$ cat config.mk
export PLATFORM = sky130hd
export DESIGN_NAME = bfdh_ram
export DESIGN_NICKNAME = d
export VERILOG_FILES = /design/src/design/bfdh_ram.sv
export SDC_FILE = /design/constraint.sdc
export NUM_CORES = 2
export LEC_CHECK = 0
export ABC_AREA = 1
export ABC_CLOCK_PERIOD_IN_PS = 1400
export BUFFER_PORTS_ARGS = -buffer_cell sky130_fd_sc_hd__buf_2
export CORE_ASPECT_RATIO = 0.7
export CORE_MARGIN = 10
export CORE_UTILIZATION = 50
export CTS_CLUSTER_DIAMETER = 200
export DETAILED_ROUTE_END_ITERATION = 12
export PLACE_DENSITY = 0.68
export SLEW_MARGIN = 5
export SYNTH_ARGS = -nofsm -noshare
export SYNTH_HDL_FRONTEND = slang
export SYNTH_SLANG_ARGS = --single-unit
$ cat constraint.sdc
create_clock -name clk -period 1.4 [get_ports clk]
set_input_delay 0 -clock clk [delete_from_list [all_inputs] [get_ports clk]]
set_output_delay 0 -clock clk [all_outputs]
set_load 0.01 [all_outputs]
$ cat src/design/bfdh_ram.sv
// Generic single-write, single-read RAM with registered read data.
// No dependencies.
`default_nettype none

module bfdh_ram #(
    parameter int WIDTH = 8,
    parameter int DEPTH = 256
) (
    input  wire logic                     clk,
    input  wire logic                     we,
    input  wire logic [$clog2(DEPTH)-1:0] waddr,
    input  wire logic [WIDTH-1:0]         wdata,
    input  wire logic [$clog2(DEPTH)-1:0] raddr,
    output logic      [WIDTH-1:0]         rdata
);

    logic [WIDTH-1:0] mem [DEPTH];

    always_ff @(posedge clk)
    begin
        if (we)
        begin
            mem[waddr] <= wdata;
        end
        rdata <= mem[raddr];
    end

endmodule

`default_nettype wire

# Word-level counts from Yosys, hierarchy flattened

Memory sizes are Yosys's and may differ from the RTL's. A register that Yosys moved wholly into a read port is not among the register bits.
Index checks and enable logic that the tools add are counted.

Register bits: 0
Latch bits: 0
Bits in writable memories: 2,048
ROM bits: 0
Bits of input ports: 26
Output and inout bits: 8
Memories kept: 1

$add $sub $neg: 0
Multipliers: 0
Divide/modulo/power cells: 0
Magnitude comparators: 0
Eq/ne operators: 0
Shifts and indexed selects: 0
Mux-type cells: 2
Bitwise gates (word level): 0
Reduce and logical (&&, ||, !) cells: 0

Memories:

| memory | words | bits a word | rd ports | clocked after Yosys merged registers in | wr ports | RTL line | RTL |
|---|---|---|---|---|---|---|---|
| mem    | 256   | 8           | 1        | 1                                       | 1        | 17       | `logic [WIDTH-1:0] mem [DEPTH];` |

Operators by type and width:

| kind              | count |
|---|---|
| two-way mux 1 bit | 2 |

# Logic depth before layout (Yosys ltp)

Word-level depth: 2
Depth in mapped cells: 15
Mapped depth without buffers: 11

# Worst setup path after synthesis

No wires, ideal clock.

Path kind: input-to-reg
Start point: in we
End point: mem mem[162][0], enable pin
Arrival time: 1,121 ps
Data required time: 1,030 ps
Path slack: -91 ps
Stages on the path: 4
Buffers on the path: 2
Cell sequence: clkbuf_1 -> nand3_1 -> clkbuf_1 -> nor2_1

Word-level cells in the longest chain between the ends: 2

RTL lines:

| element                                 | RTL line | RTL |
|---|---|---|
| from (decl)                             | 10       | `input wire logic we,` |
| two-way mux 1 bit                       | 21       | `if (we)` |
| two-way mux 1 bit (not written as such) | 23       | `mem[waddr] <= wdata;` |
| to (decl)                               | 17       |  |

Every way passes these cells.

==> key figures <==
Status
  • Run status: complete, but fails checks
  • Violated checks: setup timing

Final layout
  • Sequential Area: 0.0617 mm2
  • Net count reported at finish: 7544
  • Most common cell after layout, fill and taps aside: nand2_1
  • Area grow syn2layout: 19.4%
  • Fraction of final layout cells sized beyond drive strength 1: 0.179
  • Number of inserted filler cells in the final layout: 12600
  • Area used by multi-input combinational logic: 0.0211 mm2
  • Post-layout util: 0.601
  • Most used cells in the layout excluding fill and tap cells: 2109 x nand2_1, 2048 x edfxtp_1, 1721 x nand3_1

Clock network
  • H-tree Lvls: 4
  • Source-to-sink clock delay at the later pin of the worst-skew pair: 830 ps
  • Root cell of the clock tree: clkbuf_16
  • TritonCTS clock tree: yes
  • Clock transition at the registers of the reported paths: 70 ps
  • Maximum clock path buffer count: 3
  • Number of clock sinks: 2056
  • CTS Buf Count: 180

STA
  • Achievable Freq: 635 MHz
  • Slack of the critical path: -174 ps
  • WHS: 38.9 ps
  • Final worst-path cycle share: 1.12
  • Worst Tran Pin Value: 740 ps
  • Unrepaired setup endpoints after global routing: yes
  • Number of max-slew violations in the final report: 0
  • Relative max-transition margin: 0.506
  • TNS Setup: -1170 ps
  • Time the final worst path needs with I/O delays and setup: 1570 ps
  • Setup skew after layout: 28.9 ps
  • Final-report hold violation count: 0
  • Setup-violating endpoint count in the final report: 8

Worst setup path
  • Endpoint class of the critical path: flop
  • Startpoint type of the worst setup path: flop
  • Delay contributed by the slowest stage of the critical path: 370 ps
  • Critical path arrival: 2300 ps
  • Critical path class: flop to flop
  • Worst-path fanout max: 1
  • CP most frequent cell: nand3_2
  • Worst-path cell chain: nand2_1 -> nand3_2 -> nand3_2 -> nand3_1 -> nand3_2 -> nand3_2 -> nand3_1 -> nand2_1 -> nand2_2 -> nand2_1
  • Slowest library cell on the worst path: edfxtp_1
  • Data required time of the worst path: 2120 ps

Routing
  • Drt first pass iters: 8
  • DRT iter0 DRCs: 9777
  • Routed Antenna Nets: 0
  • Total number of vias: 58800
  • Post-Route WL: 244000 um
  • Via/cell ratio: 5.95
  • DRC: 0
  • Routed wirelength normalized by instance count: 24.7 um

Job
  • Max_cap viols: 0

Yosys
  • Cells taking the most area after synthesis: edfxtp_1 74%, nand3_1 12%, nand2_1 9.6%, buf_2 1.6%, nor2_1 1.3%
  • Number of different library cells in the post-synthesis netlist: 14
  • Portion of the post-synthesis area used by sequential elements: 0.739
  • Total of warnings raised by yosys: 0
  • Synth Net Count: 7029
  • Synthesized instance count: 7003
  • Area of the mapped netlist: 0.0834 mm2
  • Cell taking the most area after synthesis: edfxtp_1
  • Flop and latch count out of synthesis: 2056
  • Avg Inst Size Synth: 11.9 um2
  • Top cell type's share of synthesized area: 0.737

Placement
  • Pre-CTS setup slack: -954 ps
  • PortBufs: 33
  • Global placer's final weighted congestion: 0.932
  • DP Wirelength: 155000 um

Global route
  • Total GRT Usage: 0.259
  • Pin count of the biggest net entering global routing: 72
  • Remaining Overflow, GRT: 0
  • Number of antenna violations at the first check in global routing: 7
  • Wire length of the first global-routing pass: 362000 um
  • Via count of the first global-routing pass: 55300

Die
  • Chip Height: 362 um
  • Die Wd: 508 um
  • Total die area: 0.184 mm2
  • FP Rows: 125
  • Core outline area: 0.166 mm2
  • Number of primary I/O pins: 34
  • Initial standard-cell utilization of the core: 0.503

Worst hold path
  • Min-delay worst type: input pin to flop

Power and ir drop
  • Power density normalized to cell area: 1270 mW/mm2
  • Leakage power: 35.9 nW
  • Highest ir drop seen on vdd: 1.17 mV
-- cell usage after synthesis --
master       n
inv_2        2
buf_6       16
buf_2      268
buf_1       40
buf_8        1
nand2_1   2123
inv_4        1
nand3_1   2019
clkbuf_1   112
edfxtp_1  2048
dfxtp_1      8
inv_1       36
nor2_1     283
buf_4       46
-- sequential cells by signal, summed over array words and instances (netlist names) --
name and count:
mem 2048, rdata 8
-- final timing paths --
check	from	to	slack [ps]	cells past startpoint
min	raddr[5]	rdata[4]	40	8
max reg2reg	mem[44][2]	rdata[2]	-170	10
min reg2reg	mem[158][6]	rdata[6]	1010	10
max	mem[44][2]	rdata[2]	-170	10
-- where the power goes --
group | total, mW | internal [mW] | leakage (nW) | switching [mW]
clock network | 49.1 | 27.1 | 2.78 | 22.1
logic | 9.89 | 3.09 | 14.7 | 6.80
registers | 67.9 | 67.8 | 18.5 | 0.0976
-- routing by layer --
layer | part of all wire | track usage | up-vias
li1 | - | - | 25900
met3 | 0.14 | 0.0690 | 424
met2 | 0.43 | 0.368 | 3815
met1 | 0.41 | 0.390 | 28700
met5 | 0.00011 | 0 | -
met4 | 0.028 | 0.0780 | 4
-- kinds of logic (layout without fill, tap and decap cells) --
logic type             count (synthesis)  after routing  share of synthesized area
and+or+nand+nor                     4425           4425                      0.229
DFF                                 2056           2056                      0.739
buffers and inverters                522           1177                     0.0312
other                                  0              4                          0
-- per-stage QoR --
stage / cells / total power, mW / instance area, um2
after global routing: 9880 / 130 / 99600
after CTS: 9881 / 127 / 99000
after detailed placement: 9546 / 78.2 / 91800
after global placement: 9546 / 78.1 / 91800
final: 9884 / 127 / 99600
after floorplan: 7003 / 73.4 / 83400
-- repair_timing --
action                     4_1_cts  5_1_grt
hold endpoints to repair      2081        0
setup buffers                    0        0
hold buffers                    14        0
resized for setup              281      118
pin swaps                       70       53
setup endpoints to repair       16       10
-- area by class of cell --
cell class / instances / share of cell area
sequential: 2056 / 0.619
multi-input combinational: 4425 / 0.211
timing repair buffer: 816 / 0.0826
clock buffer: 226 / 0.0485
tap: 2222 / 0.0279
clock inverter: 96 / 0.00840
inverter: 39 / 0.00181
antenna: 4 / 0.000101
-- worst max-delay path, delay by kind of cell (launching register included) --
kind             cells  cell delay [ps]
and+or+nand+nor     10             1090
DFF                  1              370
No activity file was read; power rests on OpenSTA's default activity.
